==> config.mk <==
export PLATFORM = sky130hd
export DESIGN_NAME = serial_frame_receiver_unit
export DESIGN_NICKNAME = d
export VERILOG_FILES = /design/src/sfr_pkg.sv /design/src/sfr_parser.sv /design/src/serial_frame_receiver_unit.sv
export SDC_FILE = /design/constraint.sdc
export NUM_CORES = 1
export LEC_CHECK = 0
export ABC_AREA = 0
export BUFFER_PORTS_ARGS = -buffer_cell sky130_fd_sc_hd__buf_2
export CELL_PAD_IN_SITES_DETAIL_PLACEMENT = 1
export CELL_PAD_IN_SITES_GLOBAL_PLACEMENT = 1
export CORE_ASPECT_RATIO = 0.9
export CORE_MARGIN = 4
export CORE_UTILIZATION = 40
export CTS_BUF_LIST = sky130_fd_sc_hd__clkbuf_4 sky130_fd_sc_hd__clkbuf_8
export CTS_CLUSTER_SIZE = 28
export DETAILED_ROUTE_END_ITERATION = 6
export PLACE_DENSITY = 0.78
export SLEW_MARGIN = 20
export SYNTH_ARGS = -nofsm -noshare
export SYNTH_HDL_FRONTEND = slang
export SYNTH_SLANG_ARGS = --single-unit
==> constraint.sdc <==
create_clock -name clk -period 6.5 [get_ports clk]
set_clock_uncertainty 0.1 [all_clocks]
set_input_delay 0.975 -clock clk [delete_from_list [all_inputs] [get_ports clk]]
set_output_delay 0.975 -clock clk [all_outputs]
set_load 0.02 [all_outputs]
==> src/sfr_pkg.sv <==
// Shared constants, phase encoding and result type for the serial frame receiver.
`timescale 1ns / 1ps

package sfr_pkg;

  // Frame format constants.
  localparam logic [7:0] HDR_BYTE    = 8'hAA;
  localparam logic [7:0] FN_HEIGHT   = 8'h01;
  localparam logic [7:0] FN_ATTITUDE = 8'h02;

  // Payload length and store size.
  localparam int         STORE_DEPTH   = 12;
  localparam logic [3:0] PAYLOAD_BYTES = 4'd12;

  // Frame kind codes on the result word.
  localparam logic KIND_HEIGHT   = 1'b0;
  localparam logic KIND_ATTITUDE = 1'b1;

  // Parser phases.
  typedef enum logic [2:0] {
    PH_HUNT1  = 3'd0,
    PH_HUNT2  = 3'd1,
    PH_FUNC   = 3'd2,
    PH_HEIGHT = 3'd3,
    PH_ATT    = 3'd4
  } sfr_phase_t;

  // One finished frame as produced by the parser.
  typedef struct packed {
    logic        valid;
    logic        frame_kind;
    logic [31:0] word_first;
    logic [31:0] word_second;
    logic [31:0] word_third;
  } sfr_result_t;

endpackage

==> src/sfr_parser.sv <==
// Header hunting state machine and payload store of the serial frame receiver.
`timescale 1ns / 1ps

module sfr_parser
  import sfr_pkg::*;
(
  input  logic        clk,
  input  logic        rst_n,
  input  logic        step,
  input  logic [7:0]  rx_byte,
  output sfr_result_t result
);

  sfr_phase_t  phase_r, phase_nxt;
  logic [3:0]  count_r, count_nxt;
  logic [7:0]  store_r [STORE_DEPTH];
  logic [7:0]  cur_byte [STORE_DEPTH];
  logic        store_we;
  logic        in_payload;
  logic [3:0]  count_inc;
  logic        last_byte;

  assign in_payload = (phase_r == PH_HEIGHT) || (phase_r == PH_ATT);
  assign count_inc  = count_r + 4'd1;
  assign last_byte  = count_inc >= PAYLOAD_BYTES;
  assign store_we   = step && in_payload && (count_r < 4'(STORE_DEPTH));

  // Next phase and payload count for the word being parsed.
  always_comb begin
    phase_nxt = phase_r;
    count_nxt = count_r;
    if (step) begin
      case (phase_r)
        PH_HUNT1: begin
          phase_nxt = (rx_byte == HDR_BYTE) ? PH_HUNT2 : PH_HUNT1;
        end
        PH_HUNT2: begin
          phase_nxt = (rx_byte == HDR_BYTE) ? PH_FUNC : PH_HUNT1;
        end
        PH_FUNC: begin
          if (rx_byte == FN_HEIGHT) begin
            phase_nxt = PH_HEIGHT;
            count_nxt = 4'd0;
          end else if (rx_byte == FN_ATTITUDE) begin
            phase_nxt = PH_ATT;
            count_nxt = 4'd0;
          end else begin
            phase_nxt = PH_HUNT1;
          end
        end
        PH_HEIGHT, PH_ATT: begin
          count_nxt = count_inc;
          if (last_byte) begin
            phase_nxt = PH_HUNT1;
          end
        end
        default: begin
          phase_nxt = PH_HUNT1;
        end
      endcase
    end
  end

  // Store contents as seen with the current word already written.
  always_comb begin
    for (int i = 0; i < STORE_DEPTH; i++) begin
      cur_byte[i] = (store_we && (count_r == 4'(i))) ? rx_byte : store_r[i];
    end
  end

  // Result assembly: three little-endian words out of the payload.
  always_comb begin
    result.valid       = step && in_payload && last_byte;
    result.frame_kind  = (phase_r == PH_ATT) ? KIND_ATTITUDE : KIND_HEIGHT;
    result.word_first  = {cur_byte[3], cur_byte[2], cur_byte[1], cur_byte[0]};
    result.word_second = {cur_byte[7], cur_byte[6], cur_byte[5], cur_byte[4]};
    result.word_third  = {cur_byte[11], cur_byte[10], cur_byte[9], cur_byte[8]};
  end

  // Control state.
  always_ff @(posedge clk) begin
    if (!rst_n) begin
      phase_r <= PH_HUNT1;
      count_r <= 4'd0;
    end else begin
      phase_r <= phase_nxt;
      count_r <= count_nxt;
    end
  end

  // Payload store, written at the current count.
  always_ff @(posedge clk) begin
    for (int i = 0; i < STORE_DEPTH; i++) begin
      if (store_we && (count_r == 4'(i))) begin
        store_r[i] <= rx_byte;
      end
    end
  end

endmodule

==> src/serial_frame_receiver_unit.sv <==
// Serial frame receiver: finds 0xAA 0xAA headers and emits height or attitude frames.
// Path: input register, then the combinational parser, then the result register.
// Throughput: one word per cycle unless the output stalls; the whole path advances together.
// Intake pauses only while a finished result waits in the result register and out_ready is low.
// Reset (rst_n low, synchronous) empties both registers and returns the parser to header hunt.
`timescale 1ns / 1ps

module serial_frame_receiver_unit
  import sfr_pkg::*;
(
  input  logic        clk,
  input  logic        rst_n,
  input  logic        in_valid,
  output logic        in_ready,
  input  logic [7:0]  in_rx_byte,
  output logic        out_valid,
  input  logic        out_ready,
  output logic        out_frame_kind,
  output logic [31:0] out_word_first,
  output logic [31:0] out_word_second,
  output logic [31:0] out_word_third
);

  logic        s1_vld_r;
  logic [7:0]  s1_byte_r;
  logic        out_valid_r;
  logic        out_kind_r;
  logic [31:0] out_w0_r;
  logic [31:0] out_w1_r;
  logic [31:0] out_w2_r;
  logic        advance;
  logic        step;
  sfr_result_t res;

  // The pipeline moves unless a result sits unclaimed at the output.
  assign advance  = !out_valid_r || out_ready;
  assign step     = s1_vld_r && advance;
  assign in_ready = !s1_vld_r || advance;

  // Input register.
  always_ff @(posedge clk) begin
    if (!rst_n) begin
      s1_vld_r <= 1'b0;
    end else if (in_ready) begin
      s1_vld_r <= in_valid;
    end
  end

  always_ff @(posedge clk) begin
    if (in_valid && in_ready) begin
      s1_byte_r <= in_rx_byte;
    end
  end

  sfr_parser u_parser (
    .clk     (clk),
    .rst_n   (rst_n),
    .step    (step),
    .rx_byte (s1_byte_r),
    .result  (res)
  );

  // Result register.
  always_ff @(posedge clk) begin
    if (!rst_n) begin
      out_valid_r <= 1'b0;
    end else if (advance) begin
      out_valid_r <= res.valid;
    end
  end

  always_ff @(posedge clk) begin
    if (advance && res.valid) begin
      out_kind_r <= res.frame_kind;
      out_w0_r   <= res.word_first;
      out_w1_r   <= res.word_second;
      out_w2_r   <= res.word_third;
    end
  end

  assign out_valid       = out_valid_r;
  assign out_frame_kind  = out_kind_r;
  assign out_word_first  = out_w0_r;
  assign out_word_second = out_w1_r;
  assign out_word_third  = out_w2_r;

`ifndef SYNTHESIS
  // An empty result register never blocks intake.
  a_ready_when_empty: assert property (@(posedge clk) disable iff (!rst_n)
    !out_valid_r |-> in_ready)
    else $error("in_ready low while result register is empty");

  // A new result comes only from a word that sat in the input register.
  a_result_source: assert property (@(posedge clk) disable iff (!rst_n)
    $rose(out_valid_r) |-> $past(s1_vld_r))
    else $error("result appeared without a buffered word");

  // A stalled output keeps the buffered word in place.
  a_stall_holds_word: assert property (@(posedge clk) disable iff (!rst_n)
    (out_valid_r && !out_ready && s1_vld_r) |=> (s1_vld_r && $stable(s1_byte_r)))
    else $error("buffered word lost during output stall");
`endif

endmodule

* Yosys cells after proc, flatten, opt, wreduce, memory -nomap -nowiden *
Memory sizes are Yosys's and may differ from the RTL's. A register that Yosys moved wholly into a read port is not among the register bits.
Index checks and enable logic that the tools add are counted.

word-level totals
  register bits = 18
  bits in latches = 0
  bits in writable memories = 96
  bits in read-only memories = 0
  bits of input ports = 12
  output and inout bits = 99
  word-level logic and storage cells = 137
  memories kept = 1

memories
  memory            depth  bits a word  rd ports  clocked after Yosys merged registers in  write ports  line              RTL
  u_parser.store_r  12     8            12        12                                       1            sfr_parser.sv:16  logic [7:0] store_r [STORE_DEPTH];

operators by class
  $add $sub $neg = 1
  multipliers = 0
  divide/modulo/power cells = 0
  order comparisons = 2
  equal/unequal tests = 20
  shift-type cells = 0
  muxes and demuxes = 67
  bitwise operators = 0
  reduce and logical (&&, ||, !) cells = 40

operators with widths
  cell                                                  number
  two-way mux 8 bit                                     11
  OR reduction 8 bit                                    11
  two-way mux 4 bit                                     13
  two-way mux 1 bit                                     37
  logical AND 1 bit                                     18
  equality test 4 x 3 -> 1 bit (second input constant)  4
  equality test 4 bit (second input constant)           4
  case mux 3 bit (4 select lines)                       1
  two-way mux 3 bit                                     3
  equality test 4 x 2 -> 1 bit (second input constant)  2
  equality test 8 x 1 -> 1 bit (second input constant)  1
  equality test 8 x 2 -> 1 bit (second input constant)  1
  equality test 8 bit (second input constant)           1
  case mux 4 bit (2 select lines)                       1
  equality test 3 x 2 -> 1 bit (second input constant)  2
  adder 4 x 1 -> 4 bit (second input constant)          1
  equality test 4 x 1 -> 1 bit (second input constant)  1
  >= comparator 4 bit (second input constant)           1
  zero test 4 bit                                       1
  less-than comparator 4 bit (second input constant)    1
  equality test 3 x 1 -> 1 bit (second input constant)  1
  equality test 3 bit (second input constant)           1
  zero test 3 bit                                       1
  logical OR 1 bit                                      3
  other kinds (8)                                       9

* Logic depth before layout (Yosys ltp) *
  word-level depth = 20
  mapped depth = 6
  gate-level depth less buffers = 6

* By module *
A second synthesis with hierarchy kept.

unflattened totals
  cells, all modules = 409
  area total of the unflattened synthesis = 7024.2 µm²

by module, submodules not included
  module                      instances  cells an instance  area each (µm²)  sequential area each (µm²)
  sfr_parser                  1          294                3771.1           2062.0
  serial_frame_receiver_unit  1          115                3253.1           3193.1

* Worst setup path before layout *
Ideal clock, no wire load.

  path type = input to register
  start point = in out_ready
  end point = reg out_kind_r, in the netlist out_frame_kind, enable pin
  library setup time = 555 ps
  arrival = 5342 ps
  data required time = 5845 ps
  slack = 503 ps
  stages = 3
  buffers on the path = 0
  cells stage by stage = nand2b_1 -> o211ai_2 -> nor2_1

on the way
  word-level cells in the longest chain between the ends = 5

RTL lines
  what                            line                              RTL
  start, declared                 serial_frame_receiver_unit.sv:17  input logic out_ready,
  logical OR 1 bit *              serial_frame_receiver_unit.sv:36  assign advance = !out_valid_r || out_ready;
  logical AND 1 bit               serial_frame_receiver_unit.sv:37  assign step = s1_vld_r && advance;
  logical AND 1 bit (2 in a row)  sfr_parser.sv:73                  result.valid = step && in_payload && last_byte;
  logical AND 1 bit *             serial_frame_receiver_unit.sv:73  if (advance && res.valid) begin
  end signal, assigned            serial_frame_receiver_unit.sv:74  out_kind_r <= res.frame_kind;
  end, declared                   serial_frame_receiver_unit.sv:27  logic out_kind_r;

Every way passes the cells marked *; elsewhere a longest branch is shown, timed or not.
A chain may end at the register's enable or synchronous reset.

* Final worst setup path *
  start point = reg u_parser.count_r[0]
  end point = reg out_w2_r[17], in the netlist out_word_third[17], read port of u_parser.store_r, enable pin

on the way
  word-level cells in the longest chain between the ends = 4

RTL lines
  what                    line                              RTL
  start, declared         sfr_parser.sv:15                  logic [3:0] count_r, count_nxt;
  start signal, assigned  sfr_parser.sv:87                  count_r <= count_nxt;
  adder 4 x 1 -> 4 bit    sfr_parser.sv:24                  assign count_inc = count_r + 4'd1;
  >= comparator 4 bit     sfr_parser.sv:25                  assign last_byte = count_inc >= PAYLOAD_BYTES;
  logical AND 1 bit       sfr_parser.sv:73
  logical AND 1 bit       serial_frame_receiver_unit.sv:73
  end, declared           serial_frame_receiver_unit.sv:30  logic [31:0] out_w2_r;

Every way passes these cells.

==> reports/metrics.csv <==
stage,metric,value,unit
status,run_status,"finished, final reports clean",
timing,hold_viol,0,
power,powerDensity,311,nW/um^2
timing,fin_setup_tns,0,ns
synth,yosysWarnings,0,
synth,netlist-cell-type-count,38,
final_layout,antenna_cells,0,
synth,ys.flop_type,edfxtp_1,
global_routing,grt_max_degree,72,
timing,min_period,3.31,ns
critical_path,cp_num_buf_inv,1,
route,wl,13600,um
route,ant_nets,0,
clocking,clockBufferDepth,3,
clocking,cts_buffers,35,
final_layout,n_fill_cell,1576,
critical_path,critical-path-slowest-cell,buf_4,
route,firstDrtPassIters,4,
route,dr_total_vias,3289,
final_layout,area_growth,21.9,%
final_layout,layout_common_cells,"edfxtp_1, buf_2, clkbuf_8",
critical_path,crit_required,6.52,ns
critical_path,critPathMaxStageDelay,0.80,ns
critical_path,cp_top_family,simple AND/OR/NAND/NOR gates,
critical_path,cp-end-kind,register,
critical_path,cp_max_fo,71,
route,remaining_drc_errors,0,
clocking,cts.root.buffer_cell,clkbuf_8,
timing,timing.final.crit_share,0.509,
clocking,post_cts_resize_count,0,
synth,async_flop_share,0,
power,ir_drop,0.109,mV
critical_path,path_cells,"ha_1, or2b_1, o21ai_2, a21oi_1, nor2_4, buf_4",
global_routing,gr-total-overflow,0,
clocking,clk_pin_slew_worst_paths,0.06,ns
worst_hold_path,min_path_type,reg -> reg,
global_routing,grt_pass1_vias,3737,
route,wl_per_cell,19.5,um
final_layout,layout_commonest_cell,edfxtp_1,
timing,drv_slew,0,
flow_run,drv_cap,0,
floorplan,initial_core_util,0.407,
route,via_per_inst,4.72,
final_layout,num-nets-final,478,
timing,setup_ws,3.19,ns
timing,setup_viol,0,
synth,syn_area,6860,sq um
placement,portBuffers,110,
floorplan,core-area,16800,sq um
route,drt_iter0_drc,183,
floorplan,io_pins,111,
clocking,cts_sinks,210,
clocking,cts_setup_buffers,0,
power,p_leak,3.16,nW
synth,synth_edf_count,177,
clocking,cts_tree,done,
global_routing,grt_usage,0.144,
synth,ys_ff_latch,210,
final_layout,drive_above_1_share,0.434,
critical_path,cp.arrival,3.33,ns
timing,slew_headroom,0.395,
floorplan,die_y,132,um
floorplan,fp.dieW,146,um
clocking,htreeDepth,2,
final_layout,post-route-util,0.496,
global_routing,antenna_found_initial,0,
floorplan,placementRows,45,
placement,dp_slack,2.94,ns
placement,gp_congestion,0.774,
synth,synth_area_per_cell,21.8,sq um
critical_path,path_class,reg -> reg,
clocking,clk_latency,0.51,ns
clocking,cts_hold_buf,0,
timing,timing.fmax,0.302,GHz
synth,ys_seq_area_frac,0.871,
floorplan,die-area,19300,sq um
timing,worst_pin_slew,0.908,ns
synth,synth_fp_nets,331,
synth,netlist_instances,315,
global_routing,grt_pass1_wl,21300,um
placement,dp_hpwl,8830,um
critical_path,critPathLaunchType,register,
timing,rsz0062_at_grt,no,
==> cell usage after synthesis, drive strengths merged, types with 3 or more instances <==
cell    instances  area (sq um)
dfxtp          33           661
nand2           7          26.3
nand2b          3          18.8
and2           10          65.1
ha              4          50.1
nor2            7          41.3
nand3           5          25.0
edfxtp        177          5320
nand4b          4          53.8
o21ai           4          23.8
a21oi           7          35.0
nor3b           3          45.1
mux2           25           282
inv             4          15.0
==> layer usage <==
metal / wire, um / share of wire / up-vias / track usage
li1: - / - / 1524 / -
met1: 5710 / 0.42 / 1633 / 0.183
met2: 6810 / 0.50 / 114 / 0.239
met3: 843 / 0.062 / 18 / 0.0433
met4: 203 / 0.015 / 0 / 0.0517
met5: 0 / 0 / - / 0
==> worst register-to-register path, delay by kind of cell (launching register included) <==
| kind | cells | cell delay (ns) |
|---|---|---|
| DFF | 1 | 0.43 |
| and+or+nand+nor | 2 | 0.95 |
| AOI/OAI and AO/OA | 2 | 0.22 |
| adders and majority gates | 1 | 0.32 |
| buffers and inverters | 1 | 0.82 |
==> per-stage QoR <==
stage | power [mW] | hold slack, ns | cell area [sq um] | instances
floorplan | 1.50 | 0.300 | 6860 | 315
global placement | 1.52 | 0.302 | 7670 | 636
detailed placement | 1.52 | 0.305 | 7670 | 636
CTS | 2.64 | 0.302 | 8360 | 697
global route | 2.72 | 0.310 | 8360 | 697
finish | 2.60 | 0.309 | 8360 | 697
==> path summary, 6_finish.rpt <==
kind	cells after the start	startpoint	to	slack (ns)
min reg2reg	0	u_parser.store_r[1][6]	out_word_second[6]	0.31
min	0	u_parser.store_r[1][6]	out_word_second[6]	0.31
max	6	u_parser.count_r[0]	out_word_third[17]	3.19
max reg2reg	6	u_parser.count_r[0]	out_word_third[17]	3.19
==> cells by family after synthesis <==
kind of cell             synth area share
flip-flops                          0.871
AND/OR/NAND/NOR                    0.0546
multiplexers                       0.0425
AO/OA/AOI/OAI                      0.0188
buffers and inverters             0.00420
adder cells (fa/ha/maj)           0.00730
XOR/XNOR                          0.00128
==> report_power, final <==
group | total (mW) | switching [mW] | internal [mW]
combinational | 0.0109 | 0.00619 | 0.00474
clock | 1.11 | 0.476 | 0.635
sequential | 1.48 | 0.0235 | 1.46
==> state kept, by name, summed over array words and instances (netlist names) <==
register	count
u_parser.count_r	4
out_word_second	32
s1_byte_r	8
out_word_first	32
u_parser.store_r	96
s1_vld_r	1
u_parser.phase_r	3
out_valid	1
out_frame_kind	1
out_word_third	32
==> final cells by class <==
class,instances,area (sq um),share of cell area
clock inverter,6,32.5,0.00389
tap,211,264,0.0316
timing repair buffer,111,558,0.0668
multi-input combinational,100,861,0.103
inverter,4,15.0,0.00180
sequential,210,5980,0.715
clock buffer,55,651,0.0779
Note: power is estimated with default switching activity, not from simulation.
